File: src/hdl/dq_pkg.sv
`default_nettype none
package dq_pkg;

   // field widths
   localparam int ModeW   = 3;
   localparam int ValueW  = 32;
   localparam int StatusW = 2;

   // operation codes carried on req_tuser
   localparam logic [ModeW-1:0] MODE_PUSH_FRONT = 3'd0;
   localparam logic [ModeW-1:0] MODE_PUSH_REAR  = 3'd1;
   localparam logic [ModeW-1:0] MODE_POP_FRONT  = 3'd2;
   localparam logic [ModeW-1:0] MODE_POP_REAR   = 3'd3;
   localparam logic [ModeW-1:0] MODE_DUMP       = 3'd4;

   // result status codes carried on rsp_tuser
   localparam logic [StatusW-1:0] ST_OK    = 2'd0;
   localparam logic [StatusW-1:0] ST_EMPTY = 2'd1;
   localparam logic [StatusW-1:0] ST_FULL  = 2'd2;

   // controller to datapath commands
   typedef struct packed {
      logic               push_front;
      logic               push_rear;
      logic               pop_front;
      logic               pop_rear;
      logic               dump_start;
      logic               dump_step;
      logic               out_load;
      logic               out_from_mem;
      logic               out_last;
      logic [StatusW-1:0] out_status;
   } dq_cmd_type;

   // datapath to controller status
   typedef struct packed {
      logic full;
      logic empty;
      logic dump_last;
      logic out_free;
   } dq_stat_type;

endpackage
`default_nettype wire

File: src/hdl/dq_ctrl.sv
`default_nettype none
module dq_ctrl (
   input  wire logic                    clock,
   input  wire logic                    reset,
   input  wire logic                    req_tvalid,
   input  wire logic [dq_pkg::ModeW-1:0] req_mode,
   input  dq_pkg::dq_stat_type          stat,
   output logic                         req_tready,
   output dq_pkg::dq_cmd_type           cmd
);
   import dq_pkg::*;

   typedef enum logic [1:0] {
      S_IDLE,
      S_POP_RD,
      S_DUMP_RD
   } state_type;

   state_type state_ff;
   state_type state_in;
   logic      accept;

   // next state and command decode
   always_comb begin
      state_in         = state_ff;
      cmd              = '0;
      cmd.out_last     = 1'b1;
      cmd.out_status   = ST_OK;
      req_tready       = 1'b0;
      accept           = 1'b0;
      unique case (state_ff)
         S_IDLE: begin
            req_tready = stat.out_free;
            accept     = req_tvalid && stat.out_free;
            if (accept) begin
               unique case (req_mode) inside
                  MODE_PUSH_FRONT, MODE_PUSH_REAR: begin
                     cmd.out_load = 1'b1;
                     if (stat.full) begin
                        cmd.out_status = ST_FULL;
                     end else begin
                        cmd.push_front = (req_mode == MODE_PUSH_FRONT);
                        cmd.push_rear  = (req_mode == MODE_PUSH_REAR);
                     end
                  end
                  MODE_POP_FRONT, MODE_POP_REAR: begin
                     if (stat.empty) begin
                        cmd.out_load   = 1'b1;
                        cmd.out_status = ST_EMPTY;
                     end else begin
                        cmd.pop_front = (req_mode == MODE_POP_FRONT);
                        cmd.pop_rear  = (req_mode == MODE_POP_REAR);
                        state_in      = S_POP_RD;
                     end
                  end
                  MODE_DUMP: begin
                     if (stat.empty) begin
                        cmd.out_load   = 1'b1;
                        cmd.out_status = ST_EMPTY;
                     end else begin
                        cmd.dump_start = 1'b1;
                        state_in       = S_DUMP_RD;
                     end
                  end
                  default: begin
                     // unused codes are dropped without a result
                  end
               endcase
            end
         end
         S_POP_RD: begin
            if (stat.out_free) begin
               cmd.out_load     = 1'b1;
               cmd.out_from_mem = 1'b1;
               state_in         = S_IDLE;
            end
         end
         S_DUMP_RD: begin
            if (stat.out_free) begin
               cmd.out_load     = 1'b1;
               cmd.out_from_mem = 1'b1;
               cmd.out_last     = stat.dump_last;
               if (stat.dump_last) begin
                  state_in = S_IDLE;
               end else begin
                  cmd.dump_step = 1'b1;
               end
            end
         end
         default: begin
            state_in = S_IDLE;
         end
      endcase
   end

   // state register
   always_ff @(posedge clock) begin
      if (reset) begin
         state_ff <= S_IDLE;
      end else begin
         state_ff <= state_in;
      end
   end

endmodule
`default_nettype wire

File: src/hdl/dq_datapath.sv
`default_nettype none
module dq_datapath #(
   parameter int DEPTH = 16
) (
   input  wire logic                              clock,
   input  wire logic                              reset,
   input  dq_pkg::dq_cmd_type                     cmd,
   input  wire logic signed [dq_pkg::ValueW-1:0]  req_value,
   input  wire logic                              rsp_tready,
   output dq_pkg::dq_stat_type                    stat,
   output logic                                   rsp_valid,
   output logic signed [dq_pkg::ValueW-1:0]       rsp_value,
   output logic [dq_pkg::StatusW-1:0]             rsp_status,
   output logic                                   rsp_last
);
   import dq_pkg::*;

   localparam int PtrW = $clog2(DEPTH);
   localparam int CntW = $clog2(DEPTH + 1);

   // ring position front + offset, offset below DEPTH
   function automatic logic [PtrW-1:0] slot_at(input logic [PtrW-1:0] base,
                                               input logic [CntW-1:0] offset);
      logic [PtrW:0] sum;
      sum = {1'b0, base} + (PtrW+1)'(offset);
      if (sum >= (PtrW+1)'(DEPTH)) begin
         sum = sum - (PtrW+1)'(DEPTH);
      end
      return sum[PtrW-1:0];
   endfunction

   function automatic logic [PtrW-1:0] wrap_next(input logic [PtrW-1:0] p);
      return (p == PtrW'(DEPTH - 1)) ? '0 : p + PtrW'(1);
   endfunction

   function automatic logic [PtrW-1:0] wrap_prev(input logic [PtrW-1:0] p);
      return (p == '0) ? PtrW'(DEPTH - 1) : p - PtrW'(1);
   endfunction

   logic [ValueW-1:0]        mem_ff [DEPTH];
   logic [ValueW-1:0]        rd_data_ff;
   logic [PtrW-1:0]          front_ff;
   logic [CntW-1:0]          count_ff;
   logic [PtrW-1:0]          dptr_ff;
   logic [CntW-1:0]          remain_ff;
   logic                     rsp_valid_ff;
   logic [ValueW-1:0]        rsp_value_ff;
   logic [StatusW-1:0]       rsp_status_ff;
   logic                     rsp_last_ff;

   logic [PtrW-1:0]          prev_front;
   logic [PtrW-1:0]          next_front;
   logic [PtrW-1:0]          rear_slot;
   logic [PtrW-1:0]          last_slot;
   logic                     wr_en;
   logic [PtrW-1:0]          wr_addr;
   logic                     rd_en;
   logic [PtrW-1:0]          rd_addr;

   // address generation
   always_comb begin
      prev_front = wrap_prev(front_ff);
      next_front = wrap_next(front_ff);
      rear_slot  = slot_at(front_ff, count_ff);
      last_slot  = slot_at(front_ff, count_ff - CntW'(1));
      wr_en      = cmd.push_front || cmd.push_rear;
      wr_addr    = cmd.push_front ? prev_front : rear_slot;
      rd_en      = cmd.pop_front || cmd.pop_rear || cmd.dump_start || cmd.dump_step;
      if (cmd.pop_rear) begin
         rd_addr = last_slot;
      end else if (cmd.dump_step) begin
         rd_addr = dptr_ff;
      end else begin
         rd_addr = front_ff;
      end
   end

   // entry store, registered read
   always_ff @(posedge clock) begin
      if (wr_en) begin
         mem_ff[wr_addr] <= req_value;
      end
      if (rd_en) begin
         rd_data_ff <= mem_ff[rd_addr];
      end
   end

   // front position and element count
   always_ff @(posedge clock) begin
      if (reset) begin
         front_ff <= '0;
         count_ff <= '0;
      end else begin
         if (cmd.push_front) begin
            front_ff <= prev_front;
         end else if (cmd.pop_front) begin
            front_ff <= next_front;
         end
         if (cmd.push_front || cmd.push_rear) begin
            count_ff <= count_ff + CntW'(1);
         end else if (cmd.pop_front || cmd.pop_rear) begin
            count_ff <= count_ff - CntW'(1);
         end
      end
   end

   // dump walk pointer and remaining entries
   always_ff @(posedge clock) begin
      if (cmd.dump_start) begin
         dptr_ff   <= next_front;
         remain_ff <= count_ff;
      end else if (cmd.dump_step) begin
         dptr_ff   <= wrap_next(dptr_ff);
         remain_ff <= remain_ff - CntW'(1);
      end
   end

   // result output register
   always_ff @(posedge clock) begin
      if (reset) begin
         rsp_valid_ff <= 1'b0;
      end else if (cmd.out_load) begin
         rsp_valid_ff <= 1'b1;
      end else if (rsp_tready) begin
         rsp_valid_ff <= 1'b0;
      end
      if (cmd.out_load) begin
         rsp_value_ff  <= cmd.out_from_mem ? rd_data_ff : '0;
         rsp_status_ff <= cmd.out_status;
         rsp_last_ff   <= cmd.out_last;
      end
   end

   always_comb begin
      stat.full      = (count_ff == CntW'(DEPTH));
      stat.empty     = (count_ff == '0);
      stat.dump_last = (remain_ff == CntW'(1));
      stat.out_free  = !rsp_valid_ff || rsp_tready;
   end

   assign rsp_valid  = rsp_valid_ff;
   assign rsp_value  = rsp_value_ff;
   assign rsp_status = rsp_status_ff;
   assign rsp_last   = rsp_last_ff;

endmodule
`default_nettype wire

File: src/hdl/double_ended_queue.sv
`default_nettype none
// Double-ended queue of signed 32-bit values held in a ring store of DEPTH
// entries. req_tuser selects push front, push rear, pop front, pop rear or
// dump; every push or pop returns one result with a status (ok, empty, or
// full with the push refused), and a dump returns every entry from front to
// rear with tlast on the final one, or a single empty result. Pushes and
// refused operations can follow back to back while the receiver takes
// every result at once. A pop or a dump holds off further input while the
// entry store is read, since the store has a registered read port. A
// result that waits in the output register holds off the next item; that
// item is taken in the cycle in which the waiting result transfers. Unused
// codes are taken and dropped without a result.
module double_ended_queue #(
   parameter int DEPTH = 16
) (
   input  wire logic        clock,
   input  wire logic        reset,
   input  wire logic        req_tvalid,
   output logic             req_tready,
   input  wire logic [31:0] req_tdata,   // [31:0] value
   input  wire logic [7:0]  req_tuser,   // [2:0] mode
   output logic             rsp_tvalid,
   input  wire logic        rsp_tready,
   output logic [31:0]      rsp_tdata,   // [31:0] result_value
   output logic [7:0]       rsp_tuser,   // [1:0] status
   output logic             rsp_tlast
);
   import dq_pkg::*;

   dq_cmd_type               cmd;
   dq_stat_type              stat;
   logic signed [ValueW-1:0] rsp_value;
   logic [StatusW-1:0]       rsp_status;
   logic [ModeW-1:0]         req_mode;

   assign req_mode = req_tuser[ModeW-1:0];

   dq_ctrl u_ctrl (
      .clock      (clock),
      .reset      (reset),
      .req_tvalid (req_tvalid),
      .req_mode   (req_mode),
      .stat       (stat),
      .req_tready (req_tready),
      .cmd        (cmd)
   );

   dq_datapath #(
      .DEPTH (DEPTH)
   ) u_datapath (
      .clock      (clock),
      .reset      (reset),
      .cmd        (cmd),
      .req_value  (req_tdata),
      .rsp_tready (rsp_tready),
      .stat       (stat),
      .rsp_valid  (rsp_tvalid),
      .rsp_value  (rsp_value),
      .rsp_status (rsp_status),
      .rsp_last   (rsp_tlast)
   );

   assign rsp_tdata = rsp_value;
   assign rsp_tuser = {{(8-StatusW){1'b0}}, rsp_status};

   // a push transfer is answered in the next cycle with a final result
   a_push_result: assert property (@(posedge clock) disable iff (reset)
      (req_tvalid && req_tready &&
       (req_mode == MODE_PUSH_FRONT || req_mode == MODE_PUSH_REAR))
      |=> (rsp_tvalid && rsp_tlast))
      else $error("push transfer gave no final result");

   // empty or full results are final and carry zero
   a_err_final: assert property (@(posedge clock) disable iff (reset)
      (rsp_tvalid && rsp_tuser[StatusW-1:0] != ST_OK)
      |-> (rsp_tlast && rsp_tdata == '0))
      else $error("error result not final or not zero");

   // a pop of a non-empty queue blocks input while the store is read
   a_pop_busy: assert property (@(posedge clock) disable iff (reset)
      (req_tvalid && req_tready && !stat.empty &&
       (req_mode == MODE_POP_FRONT || req_mode == MODE_POP_REAR))
      |=> !req_tready)
      else $error("input taken during pop read");

   // the queue can never be both full and empty
   a_full_empty: assert property (@(posedge clock) disable iff (reset)
      !(stat.full && stat.empty))
      else $error("queue both full and empty");

endmodule
`default_nettype wire

File: config.mk
export PLATFORM = sky130hd
export DESIGN_NAME = double_ended_queue
export DESIGN_NICKNAME = d
export VERILOG_FILES = /design/src/hdl/dq_pkg.sv /design/src/hdl/dq_ctrl.sv /design/src/hdl/dq_datapath.sv /design/src/hdl/double_ended_queue.sv
export SDC_FILE = /design/constraint.sdc
export NUM_CORES = 1
export LEC_CHECK = 0
export BUFFER_PORTS_ARGS = -buffer_cell sky130_fd_sc_hd__clkbuf_2
export CORE_MARGIN = 4
export CORE_UTILIZATION = 35
export CTS_CLUSTER_SIZE = 30
export DETAILED_ROUTE_END_ITERATION = 10
export SYNTH_ARGS = -nofsm -noshare
export SYNTH_HDL_FRONTEND = slang
export SYNTH_SLANG_ARGS = --single-unit
File: constraint.sdc
create_clock -name clock -period 4.4 [get_ports clock]
set_clock_uncertainty 0.2 [all_clocks]
set_input_delay 0.22 -clock clock [delete_from_list [all_inputs] [get_ports clock]]
set_output_delay 0.22 -clock clock [all_outputs]
set_load 0.01 [all_outputs]
==> key figures, run 1 <==
Worst setup path
  – Worst R2R End: u_datapath.mem_ff[7][7]
  – Setup slack, reg-to-reg: 0.42 ns
  – Worst Setup End Kind: flop
  – Slowest CP cell: nor2b_1
  – Slowest cell delay on critical path: between 0.6 and 0.7 ns
  – WP buf/inv: 2
  – R2R Path Start: u_datapath.count_ff[1]
  – Critical-path cell list: inv_1 -> ha_1 -> nor4bb_1 -> nor4b_2 -> nor2b_1 -> o311ai_0 -> o21ai_0 -> nand2_1 -> nor2_4 -> buf_4
  – Worst Reg-to-Reg Cells: 10
  – Crit. Startpoint: u_datapath.count_ff[1]
  – CP delay by family, top: simple AND/OR/NAND/NOR gates
  – Startpoint Class: flop
  – Crit-path max FO: 17
  – WP data arrival: ~4 ns
  – WP data required: 4.47 ns
  – CP Class: flop to flop

Outcome
  – Outcome: completed

Synth
  – Mean post-synth cell area: approximately 14 um2
  – Flops & latches, synth: 600
  – Biggest area consumer among synthesized cells: edfxtp_1
  – Yosys warns: 0
  – Post-synth cell types: 60
  – Mapped Area: around 26000 um2
  – Post-synth top area share: 0.680
  – Commonest cells in the netlist: edfxtp_1, nand2_1, mux2i_1, a21oi_1, clkbuf_1
  – Sequential element share of the synthesized area: 0.690
  – Asr flop ratio synth: 0
  – Synth area leaders: edfxtp_1, mux2i_1, nand2_1
  – Count leader, synth: edfxtp_1
  – Syn Inst Count: 1882
  – Main flop type after synthesis: edfxtp_1
  – Post-synth EDFFs: slightly below 600

Floorplan
  – Top-Level Pins: 87
  – Initial Utilization: 0.355
  – DIE WIDTH: around 280 um
  – Rows: a little under 100
  – Die Y: between 200 and 300 um
  – Core Region: 73200 um2
  – Die ar.: around 80000 um2

Run
  – Max_cap viols: 0

Global routing
  – Antenna violations before repair: 1
  – First-pass GRT wire length: around 100000 um
  – Vias in the first global route: 16.5k
  – All-Layer GR Usage: 0.169
  – Largest net degree at the start of global routing: ~190
  – Total grt overflow: 0

STA
  – Hold Vio Cnt, Final: 0
  – TNS Setup: 0 ns
  – Final min period: between 3 and 4 ns
  – Setup violators final: 0
  – Max Fclk: around 0.25 GHz
  – Rel. slew slack: 0.404
  – Pins Over Slew Limit: 0
  – Measured slew at the worst slew-check pin: between 0.8 and 0.9 ns
  – Tcrit/Tclk final: 0.904
  – RSZ-0062 raised after global routing: no

Pwr
  – Power Dens Cells: approximately 450 nW/um2
  – Leakage: 0.0107 uW
  – Peak VDD IR: 0.359 mV

CTS
  – Setup bufs post-CTS: 0
  – CTS tree: yes
  – # clock sinks: 600
  – CTS Buf Count: 60
  – Clk pin slew, worst setup/hold paths: roughly 0.060 ns
  – Clock root cell: clkbuf_16
  – H-Tree Depth: 2
  – CTS max path bufs: 3
  – CTS resizes: 0
  – Clk Latency, worst-skew pair: approximately 0.65 ns

Min path
  – Hold Path Sink: u_datapath.rsp_value[8]
  – Hold path cells: 1
  – Hold path startpoint: u_datapath.rd_data_ff[8]
  – Worst min-delay path class: flop to flop

Cells and area
  – Layout cells sized above 1: 0.129
  – Antenna Cells: 0
  – # nets final: 2028
  – Syn-to-layout area delta: 15.2%
  – Filler cells: between 6k and 7k
  – Post-layout util: 0.409

Detailed routing
  – Initial DRC count: 1383
  – ANT nets after route: 0
  – DR vias: between 15k and 20k
  – Drt pass-1 iters: 5
  – Via-per-instance ratio: between 5 and 6
  – WL final: approximately 68000 um
  – Number of remaining DRC errors: 0
  – Routed wire per std cell: 22.8 um

Placement
  – HPWL Detailed: approximately 37000 um
  – IO buf count: 75
  – GP Congestion: around 0.80
==> power breakdown <==
part | total, uW | switching, uW | internal [uW] | leakage, uW
Combinational | 1980 | 1310 | 669 | 0.00440
Sequential | 6620 | 71.4 | 6550 | 0.00541
Clock | 4880 | 2180 | 2700 | 0.000900
Total | 13500 | 3560 | 9920 | 0.0107
==> area by class of cell <==
class,count,area [um2],share of cell area
clock inverter,35,320,0.0107
sequential,600,17900,0.598
inverter,15,56.3,0.00188
tap,959,1200,0.0401
clock buffer,74,1550,0.0520
multi-input combinational,1109,7440,0.249
timing repair buffer,178,1450,0.0484
==> cell families (layout without fill, tap and decap cells) <==
kind of cell / count (synthesis) / after routing / synth area share
buf+inv: 178 / 302 / 0.0322
compound gates: 402 / 402 / 0.112
other cells: 1 / 6 / 0.000144
mux: 104 / 104 / 0.0404
fa+ha+maj: 20 / 20 / 0.0102
flops: 600 / 600 / 0.690
xor+xnor: 19 / 19 / 0.00641
simple gates: 558 / 558 / 0.109
==> cell usage in the layout (no fill, tap or decap), drive strengths merged, types with 26 or more instances in the layout <==
cell	instances
a221oi	64
o211ai	65
or3	33
and3	66
o32ai	33
and2	34
nand4	65
mux2i	101
a21o	66
a21oi	80
dlygate4sd3	39
clkbuf	149
nor2	46
nand2	216
buf	64
clkinv	26
edfxtp	588
a211oi	65
nand3	71
==> routing by layer <==
layer	GRT usage	routed length (um)	vias to the layer above
met5	0	0	-
met1	0.229	29500	8505
li1	-	-	7510
met2	0.284	32500	558
met4	0.0499	1590	0
met3	0.0237	4060	108
==> through the flow <==
step	power [uW]	hold slack (ns)	area [um2]	setup WS (ns)	instances
global placement	8650	0.313	27600	0.530	2822
CTS	13600	0.280	29900	0.433	2970
finish	13500	0.316	29900	0.420	2970
floorplan	7960	0.0921	26000	0.241	1887
detailed placement	8710	0.303	27600	0.471	2822
global route	14000	0.333	29900	0.121	2970
==> flip-flops by register name, indices dropped and copies added, names as in the netlist, 2 cells and up <==
| register | cells |
|---|---|
| u_datapath.dptr_ff | 4 |
| u_datapath.count_ff | 5 |
| u_datapath.rsp_status | 2 |
| u_datapath.rsp_value | 32 |
| u_datapath.rd_data_ff | 32 |
| u_datapath.remain_ff | 5 |
| u_datapath.mem_ff | 512 |
| u_datapath.front_ff | 4 |
| u_ctrl.state_ff | 2 |
==> what timing repair did <==
item                                    4_1_cts  5_1_grt
hold buffers                                 39        0
endpoints found under the hold margin       525        0
endpoints found under the setup margin        0        0
==> worst max path at each step <==
stage | cells after the start | end | slack (ns)
floorplan | 10 | u_datapath.mem_ff[4][0] | 0.24
CTS | 10 | u_datapath.mem_ff[1][4] | 0.43
global placement | 10 | u_datapath.mem_ff[6][11] | 0.53
global route | 10 | u_datapath.mem_ff[1][4] | 0.12
detailed placement | 10 | u_datapath.mem_ff[1][10] | 0.47
finish | 10 | u_datapath.mem_ff[7][7] | 0.42
(Power assumes the default switching activity.)
==> run 2: changes to the inputs <==
==> constraint.sdc (replaced) <==
create_clock -name clock -period 4.5 [get_ports clock]
set_clock_uncertainty 0.2 [all_clocks]
set_input_delay 0.225 -clock clock [delete_from_list [all_inputs] [get_ports clock]]
set_output_delay 0.225 -clock clock [all_outputs]
set_load 0.01 [all_outputs]
==> key figures, run 2 (synthesized netlist as in run 1, its figures left out) <==
CTS
  – Setup bufs post-CTS: 0 (unchanged)
  – CTS resizes: 0 (unchanged)
  – CTS max path bufs: 3 (unchanged)
  – CTS tree: yes
  – Clock root cell: clkbuf_16
  – Clk pin slew, worst setup/hold paths: 0.06 ns (about the same)
  – # clock sinks: 600 (unchanged)
  – H-Tree Depth: 2 (unchanged)
  – CTS Hold Bufs: 38 (-2.6%)
  – CTS Buf Count: 61 (+1.7%)
  – Clk Latency, worst-skew pair: 0.62 ns (-0.03 ns)

Placement
  – Post-DP Area: 27500 um2 (-0.49%)
  – Placed insts: 2809 (-0.46%)
  – HPWL Detailed: 35700 um (-4.6%)
  – IO buf count: 75 (unchanged)
  – GP Congestion: 0.770 (-3.7%)
  – Place WS: 0.422 ns (-0.0495 ns)

Pwr
  – Combinational Power Share: 0.142 (-0.005)
  – Power Dens Cells: 444 nW/um2 (-1.5%)
  – Clock share of power: 0.369 (+0.007)
  – Leakage: 0.0107 uW (-0.31%)
  – Psw: 3400 uW (-4.5%)
  – Sequential fraction of design power: 0.490 (about the same)
  – Sw Ratio: 0.257 (-0.00719)
  – Peak VDD IR: 0.284 mV (-21%)
  – Cell Int Power: 9840 uW (-0.83%)

Floorplan
  – Initial Utilization: 0.355 (unchanged)
  – Core Region: 73200 um2 (unchanged)
  – Die Y: 280 um (unchanged)
  – Rows: 99 (unchanged)
  – Top-Level Pins: 87 (unchanged)
  – Die ar.: 78600 um2 (unchanged)
  – DIE WIDTH: 280 um (unchanged)

Global routing
  – Largest net degree at the start of global routing: 193 (unchanged)
  – All-Layer GR Usage: 0.164 (-0.00497)
  – Total grt overflow: 0 (unchanged)
  – First-pass GRT wire length: 99600 um (-2.3%)
  – Antenna violations before repair: 0 (-1)
  – Vias in the first global route: 16.3k (-0.81%)

Cells and area
  – Most flop-heavy register: u_datapath.mem_ff
  – # nets final: 2015 (-0.64%)
  – Commonest non-fill, non-tap cell in the layout: edfxtp_1
  – Footprint of the multi-input gates: 7440 um2 (unchanged)
  – Antenna Cells: 0 (unchanged)
  – Filler cells: 6638 (+0.14%)
  – Syn-to-layout area delta: 14.9%
  – Register area: 17900 um2 (unchanged)
  – Most frequent cells in the layout: edfxtp_1, nand2_1, mux2i_1
  – Finished layout cell area: 29800 um2 (-0.31%)
  – Final cell count without fillers: 2960 (-0.34%)
  – Largest register FFs: 512 (unchanged)
  – Layout cells sized above 1: 0.123 (-0.00585)

Min path
  – Worst min-delay path class: flop to flop
  – Hold path cells: 1 (unchanged)

STA
  – Max Fclk: 0.245 GHz (-2.6%)
  – Pins Over Slew Limit: 0 (unchanged)
  – Final min period: 4.09 ns (+0.107 ns)
  – Hold Vio Cnt, Final: 0 (unchanged)
  – Rel. slew slack: 0.401 (-0.00242)
  – Final worst-path setup slack: 0.413 ns (-0.00749 ns)
  – Setup violators final: 0 (unchanged)
  – TNS Setup: 0 ns (unchanged)
  – RSZ-0062 raised after global routing: no
  – Measured slew at the worst slew-check pin: 0.898 ns (+0.00363 ns)
  – Tcrit/Tclk final: 0.908 (+0.00379)

Detailed routing
  – DR vias: 16.6k (-0.55%)
  – Via-per-instance ratio: 5.60 (-0.21%)
  – Routed wire per std cell: 22.3 um (-2.3%)
  – Number of remaining DRC errors: 0 (unchanged)
  – Initial DRC count: 1477 (+6.8%)
  – WL final: 65900 um (-2.6%)
  – Drt pass-1 iters: 5 (unchanged)
  – ANT nets after route: 0 (unchanged)

Worst setup path
  – CP dominant cell by count: buf_4
  – Slowest cell delay on critical path: 0.67 ns (+0.06 ns)
  – Startpoint Class: flop
  – WP data arrival: 4.37 ns (+0.32 ns)
  – Crit path depth: 11 (+1)
  – Critical-path cell list: inv_1 -> ha_1 -> nor4b_4 -> or4_4 -> nand3_2 -> buf_4 -> and2_2 -> buf_4 -> a21oi_1 -> a221oi_1 -> or3_1
  – CP Class: flop to flop
  – WP buf/inv: 3 (+1)
  – WP data required: 4.78 ns (+0.31 ns)
  – Worst Setup End Kind: flop
  – Worst Reg-to-Reg Cells: 11 (+1)
  – Crit-path max FO: 65 (+48)
  – Slowest CP cell: or4_4
  – CP delay by family, top: simple AND/OR/NAND/NOR gates

Outcome
  – Outcome: completed

Run
  – Max_cap viols: 0 (unchanged)
## run 2: metrics by stage
stage	utilization	hold slack [ns]	total power [uW]
after floorplan	-	0.0971	7780
after global placement	0.376	0.314	8410
after detailed placement	0.376	0.309	8470
after CTS	0.407	0.312	13400
after global routing	0.407	0.324	13800
final	0.407	0.321	13200
## run 2: final cells by class
type	instances	share of cell area
multi-input cells	1109	0.249
clock buffers	72	0.0533
flip-flops and latches	600	0.600
clock inverters	41	0.0113
well taps	959	0.0402
inverters	15	0.00189
repair buffers	164	0.0436
## run 2: power by group through the flow
stage	Sequential, uW	Clock [uW]	Combinational [uW]
after floorplan	6650	0	1130
after global placement	6610	0	1810
after detailed placement	6610	0	1860
after CTS	6490	4990	1900
after global routing	6500	5220	2060
final	6480	4880	1870
## run 2: final timing paths
path | start | end | slack [ns]
setup / recovery | u_datapath.count_ff[1] | u_datapath.rd_data_ff[14] | 0.41
hold / removal | u_datapath.rd_data_ff[7] | u_datapath.rsp_value[7] | 0.32
setup reg to reg | u_datapath.count_ff[1] | u_datapath.rd_data_ff[14] | 0.41
hold reg to reg | u_datapath.rd_data_ff[7] | u_datapath.rsp_value[7] | 0.32
## run 2: per-layer routing
| metal | GRT usage | vias to the layer above | wire length (um) |
|---|---|---|---|
| met3 | 0.0196 | 104 | 3740 |
| met1 | 0.222 | 8470 | 28300 |
| li1 | - | 7487 | - |
| met2 | 0.280 | 529 | 32500 |
| met5 | 0 | - | 0 |
| met4 | 0.0435 | 0 | 1390 |
